### config.mk
export PLATFORM = sky130hd
export DESIGN_NAME = run_length_encoder_decimal_counts_core
export DESIGN_NICKNAME = d
export VERILOG_FILES = /design/src/design/rledc_pkg.sv /design/src/design/rledc_front.sv /design/src/design/rledc_fifo.sv /design/src/design/rledc_back.sv /design/src/design/run_length_encoder_decimal_counts_core.sv
export SDC_FILE = /design/constraint.sdc
export NUM_CORES = 1
export LEC_CHECK = 0
export ABC_AREA = 1
export BUFFER_PORTS_ARGS = -buffer_cell sky130_fd_sc_hd__buf_2
export CORE_MARGIN = 4
export CORE_UTILIZATION = 57
export DETAILED_ROUTE_END_ITERATION = 16
export PLACE_DENSITY = 0.76
export SYNTH_ARGS = -nofsm -noshare
export SYNTH_HDL_FRONTEND = slang
export SYNTH_HIERARCHICAL = 1
export SYNTH_SLANG_ARGS = --single-unit
export TNS_END_PERCENT = 10
### constraint.sdc
create_clock -name clk -period 4.1 [get_ports clk]
set_clock_uncertainty 0.2 [all_clocks]
set_input_delay 0.205 -clock clk [delete_from_list [all_inputs] [get_ports clk]]
set_output_delay 0.205 -clock clk [all_outputs]
set_load 0.05 [all_outputs]
### src/design/rledc_pkg.sv
// Package for the run-length encoder with ASCII decimal counts.
// Holds the channel payload types and the fixed constants used by the queue and back end.
// No dependencies.
package rledc_pkg;

	typedef struct packed {
		logic [7:0] symbol;
		logic       end_of_string;
	} in_t;

	typedef struct packed {
		logic [7:0] out_byte;
		logic       out_last;
	} out_t;

	typedef struct packed {
		logic full;
		logic empty;
	} q_status_t;

	localparam int unsigned QDEPTH     = 4;
	localparam int unsigned QPTR_W     = 2;
	localparam int unsigned QCNT_W     = 3;
	localparam int unsigned DEC_DIGITS = 5;
	localparam int unsigned DEC_BITS   = 17;
	localparam logic [7:0]  ASCII_ZERO = 8'h30;

endpackage

### src/design/rledc_front.sv
// Front end: accepts symbols, tracks the open run and issues run-close commands.
// Depends on rledc_pkg; feeds rledc_fifo.
module rledc_front #(
	parameter int unsigned RUN_BITS = 16
) (
	input  logic                  clk,
	input  logic                  arst_n,
	input  logic                  in_valid,
	output logic                  in_ready,
	input  rledc_pkg::in_t        in_data,
	input  rledc_pkg::q_status_t  q_status,
	output logic                  push,
	output logic [7:0]            push_sym,
	output logic [RUN_BITS-1:0]   push_len,
	output logic                  push_last
);

	localparam longint unsigned RUN_CAP = (64'd1 << RUN_BITS) - 64'd1;
	localparam longint unsigned RUN_LIMIT = (RUN_CAP < 64'd99999) ? RUN_CAP : 64'd99999;
	localparam logic [RUN_BITS-1:0] LIMIT = RUN_BITS'(RUN_LIMIT);
	localparam logic [RUN_BITS-1:0] ONE = RUN_BITS'(1);

	logic [7:0]          sym_q;
	logic [RUN_BITS-1:0] len_q;
	logic                open_q;
	logic                pend_q;
	logic [7:0]          pend_sym_q;
	logic [RUN_BITS-1:0] pend_len_q;

	logic                accept;
	logic                join_run;
	logic                close_old;
	logic [RUN_BITS-1:0] new_len;

	assign in_ready  = !pend_q && !q_status.full;
	assign accept    = in_valid && in_ready;
	assign join_run  = open_q && (in_data.symbol == sym_q) && (len_q < LIMIT);
	assign close_old = open_q && !join_run;
	assign new_len   = join_run ? len_q + ONE : ONE;

	always_comb begin
		push      = 1'b0;
		push_sym  = sym_q;
		push_len  = len_q;
		push_last = 1'b0;
		if (pend_q) begin
			push      = !q_status.full;
			push_sym  = pend_sym_q;
			push_len  = pend_len_q;
			push_last = 1'b1;
		end else if (accept) begin
			if (close_old) begin
				push = 1'b1;
			end else if (in_data.end_of_string) begin
				push      = 1'b1;
				push_sym  = in_data.symbol;
				push_len  = new_len;
				push_last = 1'b1;
			end
		end
	end

	always_ff @(posedge clk or negedge arst_n) begin
		if (!arst_n) begin
			sym_q  <= '0;
			len_q  <= '0;
			open_q <= 1'b0;
			pend_q <= 1'b0;
		end else begin
			if (pend_q && !q_status.full) begin
				pend_q <= 1'b0;
			end
			if (accept) begin
				sym_q <= in_data.symbol;
				if (in_data.end_of_string) begin
					open_q <= 1'b0;
					len_q  <= '0;
					if (close_old) begin
						pend_q <= 1'b1;
					end
				end else begin
					open_q <= 1'b1;
					len_q  <= new_len;
				end
			end
		end
	end

	always_ff @(posedge clk) begin
		if (accept) begin
			pend_sym_q <= in_data.symbol;
			pend_len_q <= new_len;
		end
	end

endmodule

### src/design/rledc_fifo.sv
// Command queue between front and back: run symbol, run length, last flag.
// Depends on rledc_pkg; one push and one pop per cycle.
module rledc_fifo #(
	parameter int unsigned RUN_BITS = 16
) (
	input  logic                  clk,
	input  logic                  arst_n,
	input  logic                  push,
	input  logic [7:0]            push_sym,
	input  logic [RUN_BITS-1:0]   push_len,
	input  logic                  push_last,
	input  logic                  pop,
	output logic [7:0]            pop_sym,
	output logic [RUN_BITS-1:0]   pop_len,
	output logic                  pop_last,
	output rledc_pkg::q_status_t  status
);

	logic [7:0]          sym_mem [rledc_pkg::QDEPTH];
	logic [RUN_BITS-1:0] len_mem [rledc_pkg::QDEPTH];
	logic                last_mem [rledc_pkg::QDEPTH];

	logic [rledc_pkg::QPTR_W-1:0] wr_ptr_q;
	logic [rledc_pkg::QPTR_W-1:0] rd_ptr_q;
	logic [rledc_pkg::QCNT_W-1:0] count_q;

	assign status.full  = (count_q == rledc_pkg::QCNT_W'(rledc_pkg::QDEPTH));
	assign status.empty = (count_q == '0);
	assign pop_sym  = sym_mem[rd_ptr_q];
	assign pop_len  = len_mem[rd_ptr_q];
	assign pop_last = last_mem[rd_ptr_q];

	always_ff @(posedge clk or negedge arst_n) begin
		if (!arst_n) begin
			wr_ptr_q <= '0;
			rd_ptr_q <= '0;
			count_q  <= '0;
		end else begin
			if (push) begin
				wr_ptr_q <= wr_ptr_q + 1'b1;
			end
			if (pop) begin
				rd_ptr_q <= rd_ptr_q + 1'b1;
			end
			if (push && !pop) begin
				count_q <= count_q + 1'b1;
			end else if (pop && !push) begin
				count_q <= count_q - 1'b1;
			end
		end
	end

	always_ff @(posedge clk) begin
		if (push) begin
			sym_mem[wr_ptr_q]  <= push_sym;
			len_mem[wr_ptr_q]  <= push_len;
			last_mem[wr_ptr_q] <= push_last;
		end
	end

endmodule

### src/design/rledc_back.sv
// Back end: emits the run symbol and, when the count exceeds one, converts the count to
// BCD bit by bit and streams its decimal digits. Depends on rledc_pkg; reads from rledc_fifo.
module rledc_back #(
	parameter int unsigned RUN_BITS = 16
) (
	input  logic                  clk,
	input  logic                  arst_n,
	input  rledc_pkg::q_status_t  q_status,
	input  logic [7:0]            q_sym,
	input  logic [RUN_BITS-1:0]   q_len,
	input  logic                  q_last,
	output logic                  pop,
	output logic                  out_valid,
	input  logic                  out_ready,
	output rledc_pkg::out_t       out_data
);

	localparam int unsigned CNT_W = (RUN_BITS < rledc_pkg::DEC_BITS) ? RUN_BITS
		: rledc_pkg::DEC_BITS;
	localparam int unsigned STEP_W = $clog2(CNT_W + 1);
	localparam int unsigned BCD_W = 4 * rledc_pkg::DEC_DIGITS;

	typedef enum logic [1:0] {
		B_IDLE,
		B_CONV,
		B_DIGIT
	} state_t;

	state_t              state_q;
	logic                ov_q;
	rledc_pkg::out_t     out_q;
	logic [CNT_W-1:0]    bin_q;
	logic [BCD_W-1:0]    bcd_q;
	logic [STEP_W-1:0]   step_q;
	logic [2:0]          idx_q;
	logic                last_q;

	logic                out_free;
	logic                multi;
	logic [BCD_W-1:0]    bcd_adj;
	logic [BCD_W-1:0]    bcd_nx;
	logic [2:0]          top_nx;
	logic [3:0]          digit;

	assign out_valid = ov_q;
	assign out_data  = out_q;
	assign out_free  = !ov_q || out_ready;
	assign multi     = (q_len > RUN_BITS'(1));
	assign pop       = (state_q == B_IDLE) && !q_status.empty && out_free;
	assign digit     = bcd_q[4*idx_q +: 4];

	always_comb begin
		bcd_adj = bcd_q;
		for (int i = 0; i < rledc_pkg::DEC_DIGITS; i++) begin
			if (bcd_q[4*i +: 4] >= 4'd5) begin
				bcd_adj[4*i +: 4] = bcd_q[4*i +: 4] + 4'd3;
			end
		end
		bcd_nx = {bcd_adj[BCD_W-2:0], bin_q[CNT_W-1]};
		top_nx = '0;
		for (int i = 0; i < rledc_pkg::DEC_DIGITS; i++) begin
			if (bcd_nx[4*i +: 4] != 4'd0) begin
				top_nx = 3'(i);
			end
		end
	end

	always_ff @(posedge clk or negedge arst_n) begin
		if (!arst_n) begin
			state_q <= B_IDLE;
			ov_q    <= 1'b0;
			step_q  <= '0;
			idx_q   <= '0;
			last_q  <= 1'b0;
		end else begin
			case (state_q)
				B_IDLE: begin
					if (pop) begin
						ov_q   <= 1'b1;
						last_q <= q_last;
						if (multi) begin
							step_q  <= STEP_W'(CNT_W);
							state_q <= B_CONV;
						end
					end else if (out_ready) begin
						ov_q <= 1'b0;
					end
				end
				B_CONV: begin
					if (out_ready) begin
						ov_q <= 1'b0;
					end
					step_q <= step_q - 1'b1;
					if (step_q == STEP_W'(1)) begin
						idx_q   <= top_nx;
						state_q <= B_DIGIT;
					end
				end
				B_DIGIT: begin
					if (out_free) begin
						ov_q <= 1'b1;
						if (idx_q == '0) begin
							state_q <= B_IDLE;
						end else begin
							idx_q <= idx_q - 1'b1;
						end
					end
				end
				default: begin
					if (out_ready) begin
						ov_q <= 1'b0;
					end
					state_q <= B_IDLE;
				end
			endcase
		end
	end

	always_ff @(posedge clk) begin
		case (state_q)
			B_IDLE: begin
				if (pop) begin
					out_q.out_byte <= q_sym;
					out_q.out_last <= q_last && !multi;
					bin_q          <= q_len[CNT_W-1:0];
					bcd_q          <= '0;
				end
			end
			B_CONV: begin
				bcd_q <= bcd_nx;
				bin_q <= bin_q << 1;
			end
			B_DIGIT: begin
				if (out_free) begin
					out_q.out_byte <= rledc_pkg::ASCII_ZERO + {4'h0, digit};
					out_q.out_last <= last_q && (idx_q == '0);
				end
			end
			default: begin
			end
		endcase
	end

endmodule

### src/design/run_length_encoder_decimal_counts_core.sv
// Run-length encoder with ASCII decimal counts: top level.
// Throughput: one symbol per cycle while the command queue has room; a symbol that both
// closes a run and ends the string stalls input until its second command is pushed.
// Back end per closed run: the symbol byte, then, when the count exceeds one, a BCD
// conversion of the low min(RUN_BITS,17) count bits and one ASCII byte per digit.
// Reset clears the open run, the command queue and the output valid flag.
module run_length_encoder_decimal_counts_core #(
	parameter int unsigned RUN_BITS = 16
) (
	input  logic            clk,
	input  logic            arst_n,
	input  logic            in_valid,
	output logic            in_ready,
	input  rledc_pkg::in_t  in_data,
	output logic            out_valid,
	input  logic            out_ready,
	output rledc_pkg::out_t out_data
);

	rledc_pkg::q_status_t q_status;
	logic                 push;
	logic [7:0]           push_sym;
	logic [RUN_BITS-1:0]  push_len;
	logic                 push_last;
	logic                 pop;
	logic [7:0]           pop_sym;
	logic [RUN_BITS-1:0]  pop_len;
	logic                 pop_last;

	rledc_front #(.RUN_BITS(RUN_BITS)) u_front (
		.clk       (clk),
		.arst_n    (arst_n),
		.in_valid  (in_valid),
		.in_ready  (in_ready),
		.in_data   (in_data),
		.q_status  (q_status),
		.push      (push),
		.push_sym  (push_sym),
		.push_len  (push_len),
		.push_last (push_last)
	);

	rledc_fifo #(.RUN_BITS(RUN_BITS)) u_fifo (
		.clk       (clk),
		.arst_n    (arst_n),
		.push      (push),
		.push_sym  (push_sym),
		.push_len  (push_len),
		.push_last (push_last),
		.pop       (pop),
		.pop_sym   (pop_sym),
		.pop_len   (pop_len),
		.pop_last  (pop_last),
		.status    (q_status)
	);

	rledc_back #(.RUN_BITS(RUN_BITS)) u_back (
		.clk       (clk),
		.arst_n    (arst_n),
		.q_status  (q_status),
		.q_sym     (pop_sym),
		.q_len     (pop_len),
		.q_last    (pop_last),
		.pop       (pop),
		.out_valid (out_valid),
		.out_ready (out_ready),
		.out_data  (out_data)
	);

	a_push_not_full: assert property (@(posedge clk) disable iff (!arst_n)
		push |-> !q_status.full) else $error("push into full queue");

	a_pop_not_empty: assert property (@(posedge clk) disable iff (!arst_n)
		pop |-> !q_status.empty) else $error("pop from empty queue");

	a_status_excl: assert property (@(posedge clk) disable iff (!arst_n)
		!(q_status.full && q_status.empty)) else $error("queue full and empty");

	a_ready_room: assert property (@(posedge clk) disable iff (!arst_n)
		in_ready |-> !q_status.full) else $error("ready with full queue");

endmodule

==> flow_summary.yaml, run 1 <==
synth:
  synth.avg_cell_area_um2: 9.475
  yosys_register_bits: 214
  synth_flop_cell: "edfxtp_1"
  synth-warning-count: 6
  ys_seq_area_share_pct: 58.02
  synth_top_cell_area_share_pct: 47.48
  syn_inst: 1128
  synth_edf_count: 169
  yosysMostFrequentCell: "nand2_1"
  synth_commonest_cells: "nand2_1 (338), edfxtp_1 (169), inv_1 (154)"
  synth_top_cell_by_area: "edfxtp_1"
  synthTopCellsByArea: "edfxtp_1 (47%), nand2_1 (12%), dfrtp_1 (11%), inv_1 (5.4%), o211ai_1 (3.6%)"
  async_flop_share_pct: 21.03
  syn_area_um2: 10690
  synth_cell_type_count: 51
  syn_nets: 1162
global_routing:
  antenna_found_initial: 0
  grt_max_degree: 46
  grt_pass1_vias: 7458
  grt_overflow_total: 0
  grt_pass1_wl_mm: 36.14
  gr-usage-all-layers_pct: 20.62
sta:
  tightest_slew_ns: 1.173
  totalNegativeSetupSlack_ns: 0
  drv_slew: 0
  hold_violations: 0
  fin_crit_ns: 2.992
  rsz0062_at_grt: "no"
  max-slew-margin-rel_pct: 21.53
  fmaxAchievable_mhz: 334.3
  period_share_pct: 72.97
  setup_viol_count_final: 0
layout:
  num_antenna_cells: 0
  nNetsFinal: 1195
  stdcell_count: 1407
  drive_gt1_share_pct: 10.70
  area_growth_pct: 10.67
clocking:
  cts-root-buf: "clkbuf_16"
  cts_hold_buf: 12
  cts_buffers: 23
  htree_levels: 1
  clk_pin_slew_ns: 0.06
  cts_tree: "yes"
  insertion_delay_ns: 0.51
  cts_setup_buffers: 0
  clkSinkCount: 214
  cts_resized: 0
  cts.path.max_buffers: 3
drt:
  viasPerCell: 5.401
  routedWlPerCell_um: 15.30
  first_iter_violations: 543
  drt_pass1_iterations: 5
  ant_nets: 0
  drc: 0
  wl_mm: 21.53
  vias: 7599
hold_path:
  hp-start: "in_valid"
  hp-class: "input port to flip-flop"
  whs_path_depth: 4
  hold_end: "u_front/len_q[2]$_DFFE_PN0P_"
floorplan:
  core_region_area_um2: 18210
  die_x_um: 144.9
  die_area_um2: 21000
  rows: 49
  start_util_pct: 58.70
  fp.dieH_um: 144.9
  ioPinCount: 24
outcome:
  status: "completed"
power:
  p_clk_share_pct: 21.6
  leakage_nw: 5.157
  p_sw_share_pct: 39.38
  power.switching_w: 0.003700
  combPwrFrac_pct: 38.0
  p_int_w: 0.005696
  seq_power_share_pct: 40.5
  irDropWorstVdd_uv: 411.3
  power_density_nw_per_um2: 794.4
critical_path:
  critical_path_class: "flip-flop to flip-flop"
  worst_setup_path_end_kind: "flip-flop"
  critPathMaxFanout: 12
  crit_required_ns: 4.31
  regToRegSetupSlack_ns: 1.11
  reg2regPathDepth: 15
  critPathArrivalTime_ns: 3.20
  reg2reg_from: "u_front/len_q[1]$_DFFE_PN0P_"
  regToRegEndpoint: "u_fifo/count_q[2]$_DFFE_PN0P_"
  cp-start-kind: "flip-flop"
placement:
  numPortBuffers: 23
  place_congestion: 0.9094
  place_inst: 1353
  dp_hpwl_mm: 14.19
flow_run:
  maxCapViolCount: 0
[critical path: stages, from the launching register on]
cell and delay (ns):
dfrtp_1 0.41, ha_1 0.23, nand2_1 0.15, nor2_4 0.17, nand4_4 0.13, nand3_2 0.14
nand2_4 0.13, o221ai_1 0.19, buf_4 0.21, ha_1 0.17, inv_1 0.06, fa_1 0.38
nand2_1 0.12, nand3_1 0.09, nand2_1 0.06, nand2_1 0.04
[power groups by stage]
| stage | Sequential [W] | Combinational [W] | Clock (W) |
|---|---|---|---|
| 2_1_floorplan | 0.00386 | 0.00267 | 0 |
| 3_5_place_dp | 0.00384 | 0.00354 | 0 |
| 5_1_grt | 0.00389 | 0.00407 | 0.00215 |
| 6_report | 0.00380 | 0.00357 | 0.00203 |
| 4_1_cts | 0.00380 | 0.00358 | 0.00207 |
| 3_3_place_gp | 0.00381 | 0.00345 | 0 |
[cells in the final DEF, fill, tap and decap left out, types with 15 or more instances in the layout]
cell type	count
o211ai_1	51
ha_1	20
clkbuf_16	23
nand3_1	71
inv_1	154
buf_4	15
a21oi_1	23
dfrtp_1	44
edfxtp_1	169
buf_2	23
o21ai_0	31
nand2_1	338
nor2_1	64
[worst max path at each step]
stage / startpoint / cells past startpoint / slack [ns] / end
final: u_front/len_q[1]$_DFFE_PN0P_ / 15 / 1.11 / u_fifo/count_q[2]$_DFFE_PN0P_
after global routing: u_front/len_q[1]$_DFFE_PN0P_ / 15 / 0.89 / u_fifo/count_q[2]$_DFFE_PN0P_
after CTS: u_front/len_q[1]$_DFFE_PN0P_ / 15 / 1.11 / u_fifo/count_q[2]$_DFFE_PN0P_
after detailed placement: u_front/len_q[1]$_DFFE_PN0P_ / 15 / 1.13 / u_fifo/count_q[2]$_DFFE_PN0P_
after global placement: u_front/len_q[1]$_DFFE_PN0P_ / 15 / 1.23 / u_fifo/count_q[2]$_DFFE_PN0P_
after floorplan: u_front/pend_q$_DFF_PN0_ / 9 / 0.81 / u_fifo/last_mem[0]$_DFFE_PP_
[metal layers]
| layer | track usage (%) | routed length, um | up-vias |
|---|---|---|---|
| li1 | - | - | 3784 |
| met1 | 27.93 | 9764 | 3595 |
| met2 | 35.40 | 10270 | 181 |
| met3 | 2.931 | 1012 | 39 |
| met4 | 5.463 | 486 | 0 |
| met5 | 0 | 0 | - |
[area by class of cell]
type	count	area, um2
Fill cell	1410	6381
Sequential cell	214	6202
Multi-Input combinational cell	710	3638
Inverter	162	610.6
Clock inverter	16	155.1
Tap cell	229	286.5
Timing Repair Buffer	50	347.8
Clock buffer	26	586.8
[stage by stage]
stage	hold WS (ns)	power [W]	cell area, um2	util, %	setup slack (ns)
global placement	-0.03913	0.007256	10970	60.22	1.227
detailed placement	-0.03730	0.007380	10970	60.22	1.130
finish	0.07251	0.009396	11830	64.96	1.108
floorplan	-0.2906	0.006532	10690	-	0.8089
global route	0.1048	0.01011	11830	64.96	0.8949
CTS	0.06342	0.009456	11830	64.96	1.108
[cells by family (layout without fill, tap and decap cells)]
family	count (synthesis)	in the layout	synth area share (%)
adders and majority gates	21	21	2.529
and+or+nand+nor	539	539	22.23
buffers and inverters	204	254	8.043
AOI/OAI and AO/OA	138	138	8.195
DFF	214	214	58.02
xor gates and xnor gates	12	12	0.9834
[registers in the layout, summed over array words and instances, names as in the netlist, 3 cells and up]
| register | count |
|---|---|
| u_fifo/len_mem | 64 |
| u_fifo/sym_mem | 32 |
| u_back/bcd_q | 20 |
| u_back/bin_q | 16 |
| u_front/len_q | 16 |
| u_front/pend_len_q | 16 |
| u_back/out_data | 9 |
| u_front/pend_sym_q | 8 |
| u_front/sym_q | 8 |
| u_back/step_q | 5 |
| u_fifo/last_mem | 4 |
| u_back/idx_q | 3 |
| u_fifo/count_q | 3 |
(Power assumes the default switching activity.)
==> run 2, diff against run 1 <==
Clock period 4.1 ns to 2.72 ns, I/O delays scaled along.
==> flow_summary.yaml, run 2 (synthesis gave the netlist of run 1 again) <==
outcome:
  status: "completed"
layout:
  finalCoreUtilization_pct: 66.48
  area_growth_pct: 13.26
  final_cell_mix: "nand2_1 (337), edfxtp_1 (169), inv_1 (154)"
  fillers: 1330
  drive_gt1_share_pct: 12.82
  largest_register: "u_fifo/len_mem"
  nNetsFinal: 1219
  top_regs: "u_fifo/len_mem x64, u_fifo/sym_mem x32, u_back/bcd_q x20"
  largest_reg_flops: 64
  final_common_cell: "nand2_1"
  num_antenna_cells: 0
  stdcell_area_um2: 12110
clocking:
  clkSinkCount: 214
  cts.path.max_buffers: 3
  cts_buffers: 23
  cts_tree: "yes"
  cts-root-buf: "clkbuf_16"
  htree_levels: 1
  insertion_delay_ns: 0.50
  cts_setup_buffers: 0
  clk_pin_slew_ns: 0.06
placement:
  place_area_um2: 11190
  place_congestion: 0.9016
  numPortBuffers: 23
  dp_hpwl_mm: 14.76
sta:
  drv_slew: 0
  hold_violations: 0
  max-slew-margin-rel_pct: 23.03
  holdWs_ns: 0.1130
  setup_viol_count_final: 0
  fmaxAchievable_mhz: 390.2
  period_share_pct: 94.22
  fin_crit_ns: 2.563
  tightest_slew_ns: 1.150
  rsz0062_at_grt: "yes"
global_routing:
  grt_max_degree: 42
  gr-usage-all-layers_pct: 21.51
  grt_pass1_vias: 7596
  antenna_found_initial: 1
  grt_pass1_wl_mm: 37.71
  grt_overflow_total: 0
drt:
  vias: 7835
  drc: 0
  drt_pass1_iterations: 7
  first_iter_violations: 562
  viasPerCell: 5.479
  wl_mm: 22.63
  ant_nets: 0
  routedWlPerCell_um: 15.83
floorplan:
  fp.dieH_um: 144.9
  die_area_um2: 21000
  ioPinCount: 24
  core_region_area_um2: 18210
  rows: 49
  die_x_um: 144.9
  start_util_pct: 58.70
critical_path:
  path_common_cell: "nand2_1"
  cp-start-kind: "flip-flop"
  crit_required_ns: 2.91
  crit_chain: "ha_1 -> nand2_2 -> nor2_4 -> nand4_4 -> nand3_2 -> nand2_4 -> o221ai_2 -> ha_2 -> inv_1 -> fa_1 -> nand2_1 -> nand3_1 -> nand2_1 -> nand2_1"
  cpPeakStageDelay_ns: 0.38
  crit_buf_inv: 1
  critical_path.top_delay_family: "simple AND/OR/NAND/NOR gates"
  critPathArrivalTime_ns: 2.76
  critical_path_class: "flip-flop to flip-flop"
  worst_setup_path_end_kind: "flip-flop"
  worst_path_max_delay_cell: "fa_1"
  critPathMaxFanout: 5
power:
  seq_power_share_pct: 39.1
  p_sw_share_pct: 38.94
  irDropWorstVdd_uv: 980.7
  power.switching_w: 0.005677
  p_clk_share_pct: 21.7
  combPwrFrac_pct: 39.2
  leakage_nw: 5.311
  p_int_w: 0.008902
  total_power_w: 0.01458
  power_density_nw_per_um2: 1204
hold_path:
  hp-class: "input port to asynchronous set/reset pin"
flow_run:
  maxCapViolCount: 0
[run 2: changes by cell type in the layout (fill, tap and decap cells not counted), moves of 2 or more]
cell / change
clkbuf_1: +3
clkinv_1: -5
clkinvlp_4: -2
clkbuf_8: +4
buf_4: +19
buf_12: +4
[run 2: final timing paths]
path | from | to | slack (ns) | cells past startpoint
hold reg to reg | u_back/step_q[3]$_DFFE_PN0P_ | u_back/step_q[3]$_DFFE_PN0P_ | 0.29 | 1
setup / recovery | u_front/len_q[0]$_DFFE_PN0P_ | u_fifo/count_q[2]$_DFFE_PN0P_ | 0.16 | 14
max in group asynchronous | arst_n | u_fifo/rd_ptr_q[0]$_DFFE_PN0P_ | 0.82 | 3
hold / removal | arst_n | u_front/len_q[1]$_DFFE_PN0P_ | 0.11 | 3
min in group clk | in_data[4] | u_front/pend_sym_q[3]$_DFFE_PP_ | 0.19 | 2
setup reg to reg | u_front/len_q[0]$_DFFE_PN0P_ | u_fifo/count_q[2]$_DFFE_PN0P_ | 0.16 | 14
[run 2: cell type report]
cell class	instances	area [um2]	area share, %
Multi-Input combinational cell	710	3657	30.21
Timing Repair Buffer	74	580.6	4.796
Tap cell	229	286.5	2.367
Clock buffer	33	653.1	5.395
Sequential cell	214	6205	51.26
Clock inverter	8	112.6	0.9302
Inverter	162	610.6	5.044
[run 2: repair_timing]
item / 4_1_cts / 5_1_grt
setup endpoints to repair: 0 / 4
endpoints found under the hold margin: 92 / 0
gates resized for setup: 0 / 5
hold buffers: 13 / 0
[run 2: power groups by stage]
stage | combinational [W] | sequential (W) | clock, W
floorplan | 0.00404 | 0.00580 | 0
global placement | 0.00550 | 0.00571 | 0
detailed placement | 0.00566 | 0.00575 | 0
CTS | 0.00570 | 0.00570 | 0.00321
global route | 0.00648 | 0.00582 | 0.00334
finish | 0.00572 | 0.00570 | 0.00316
[run 2: worst min-delay path, stage by stage]
cell           delay, ns
dlygate4sd3_1       0.53
buf_2               0.17
buf_4               0.40
[run 2: metal layers]
layer | share of wire [%] | wire length, um | vias to the layer above | GRT usage [%]
met5 | 0 | 0 | - | 0
met4 | 2.3 | 518 | 0 | 6.318
met3 | 4.7 | 1071 | 36 | 3.087
met2 | 49 | 11180 | 198 | 36.85
met1 | 44 | 9861 | 3763 | 28.86
li1 | - | - | 3838 | -
[run 2: per-stage QoR]
step | instances | setup TNS, ns | setup WS (ns)
floorplan | 1128 | -29.41 | -0.2935
global placement | 1376 | 0 | 0.1887
detailed placement | 1376 | 0 | 0.1040
CTS | 1430 | 0 | 0.07212
global route | 1430 | -0.04120 | -0.03790
finish | 1430 | 0 | 0.1572
==> run 3, diff against run 2 <==
Settings changed: BUFFER_PORTS_ARGS -buffer_cell sky130_fd_sc_hd__buf_2 to default, CORE_ASPECT_RATIO from default to 1.75, CORE_UTILIZATION 57 to 58, DONT_BUFFER_PORTS from default to 1.
==> flow_summary.yaml, run 3 (synthesis gave the netlist of run 1 again) <==
power:
  irDropWorstVdd_uv: 792.4
  leakage_nw: 5.221
  p_clk_share_pct: 21.4
  power_density_nw_per_um2: 1208
  combPwrFrac_pct: 37.9
  seq_power_share_pct: 40.7
  p_int_w: 0.008822
  p_sw_share_pct: 39.18
  power.switching_w: 0.005682
floorplan:
  core_region_area_um2: 18050
  fp.dieH_um: 187.6
  rows: 65
  ioPinCount: 24
  die_area_um2: 20750
  die_x_um: 110.6
  start_util_pct: 59.20
sta:
  fmaxAchievable_mhz: 388.0
  drv_slew: 0
  hold_violations: 0
  tightest_slew_ns: 1.191
  setup_ws_ns: 0.1425
  holdWs_ns: 0.06408
  fin_crit_ns: 2.577
  period_share_pct: 94.76
  setup_viol_count_final: 0
  max-slew-margin-rel_pct: 20.29
  rsz0062_at_grt: "no"
clocking:
  cts_buffers: 20
  clk_pin_slew_ns: 0.07
  htree_levels: 1
  clkSinkCount: 214
  insertion_delay_ns: 0.50
  cts_tree: "yes"
  cts-root-buf: "clkbuf_16"
  cts.path.max_buffers: 3
global_routing:
  antenna_found_initial: 1
  grt_max_degree: 47
  grt_pass1_vias: 7905
  grt_overflow_total: 0
  gr-usage-all-layers_pct: 22.44
  grt_pass1_wl_mm: 37.98
placement:
  place_area_um2: 11080
  place_congestion: 0.8692
  dp_hpwl_mm: 15.29
  numPortBuffers: 0
  dp_slack_ns: 0.1379
  place_inst: 1353
layout:
  nNetsFinal: 1189
  final_cell_mix: "nand2_1 (337), edfxtp_1 (169), inv_1 (154)"
  drive_gt1_share_pct: 11.04
  top_regs: "u_fifo/len_mem x64, u_fifo/sym_mem x32, u_back/bcd_q x20"
  final_common_cell: "nand2_1"
  largest_reg_flops: 64
  stdcell_area_um2: 12010
  area_growth_pct: 12.39
  fillers: 1413
  stdcell_count: 1404
  largest_register: "u_fifo/len_mem"
drt:
  first_iter_violations: 413
  viasPerCell: 5.575
  drt_pass1_iterations: 5
  wl_mm: 23.30
  routedWlPerCell_um: 16.59
  ant_nets: 0
  drc: 0
  vias: 7827
flow_run:
  maxCapViolCount: 0
critical_path:
  reg2regPathDepth: 10
  regToRegEndpoint: "u_fifo/len_mem[0][2]$_DFFE_PP_"
  critical_path_class: "flip-flop to flip-flop"
  regToRegSetupSlack_ns: 0.14
  crit_required_ns: 2.85
  reg2reg_from: "u_front/sym_q[0]$_DFFE_PN0P_"
  critPathArrivalTime_ns: 2.70
  worst_setup_path_end_kind: "flip-flop"
  critPathMaxFanout: 13
  cp-start-kind: "flip-flop"
hold_path:
  hp-class: "input port to asynchronous set/reset pin"
outcome:
  status: "completed"
-- run 3: changes by cell type in the layout (fill, tap and decap cells not counted), sizes merged --
cell,change
clkinv,+3
dlygate4sd3,-1
diode,+1
buf,-26
clkbuf,-10
bufinv,+2
-- run 3: final cells by class --
cell class                 instances  area [um2]  share of cell area [%]
tap                              234       292.8                   2.438
antenna                            1       2.502                 0.02083
inverter                         162       611.8                   5.094
timing repair buffer              47       510.5                   4.250
clock buffer                      23       543.0                   4.521
sequential                       214        6202                   51.64
multi-input combinational        710        3657                   30.45
clock inverter                    13       191.4                   1.594
-- run 3: stage by stage --
stage                     TNS [ns]  utilization (%)  total power (W)
final                            0            66.53          0.01450
after global routing             0            66.53          0.01552
after CTS                        0            66.42          0.01454
after detailed placement         0            61.38          0.01133
after global placement           0            61.38          0.01108
after floorplan             -29.41                -         0.009844
-- run 3: worst max path at each step --
stage	startpoint	to	slack [ns]
global route	u_front/len_q[7]$_DFFE_PN0P_	u_fifo/count_q[2]$_DFFE_PN0P_	0.01
CTS	u_front/len_q[0]$_DFFE_PN0P_	u_fifo/count_q[2]$_DFFE_PN0P_	0.08
global placement	u_front/len_q[0]$_DFFE_PN0P_	u_fifo/count_q[2]$_DFFE_PN0P_	0.20
floorplan	u_front/pend_q$_DFF_PN0_	u_fifo/last_mem[0]$_DFFE_PP_	-0.29
detailed placement	u_front/len_q[0]$_DFFE_PN0P_	u_fifo/count_q[2]$_DFFE_PN0P_	0.14
finish	u_front/sym_q[0]$_DFFE_PN0P_	u_fifo/len_mem[0][2]$_DFFE_PP_	0.14
-- run 3: layer usage --
layer	wire, um	track usage [%]
met1	8419	23.59
met2	12920	43.83
met3	1055	2.551
met4	901	10.24
met5	0	0
-- run 3: power by group through the flow --
stage                     registers [W]  logic [W]  clock network (W)
after floorplan                 0.00580    0.00404                  0
after global placement          0.00591    0.00517                  0
after detailed placement        0.00595    0.00537                  0
after CTS                       0.00590    0.00547            0.00316
after global routing            0.00602    0.00622            0.00328
final                           0.00591    0.00549            0.00310
-- run 3: worst max-delay path: stages (launching register included) --
cell and delay, ns:
dfrtp_1 0.40, inv_1 0.09, nand2_1 0.13, nand2_1 0.07, nor2_1 0.12, nand3_1 0.11, nor2_2 0.22, nand2_2 0.32
nor3_1 0.49, nand2_1 0.09, nand3_1 0.16
-- run 3: repair_timing --
item,in CTS,in global routing
hold buffers,14,0
endpoints found under the hold margin,114,0
setup buffers,0,1
gates resized for setup,0,5
endpoints found under the setup margin,0,19
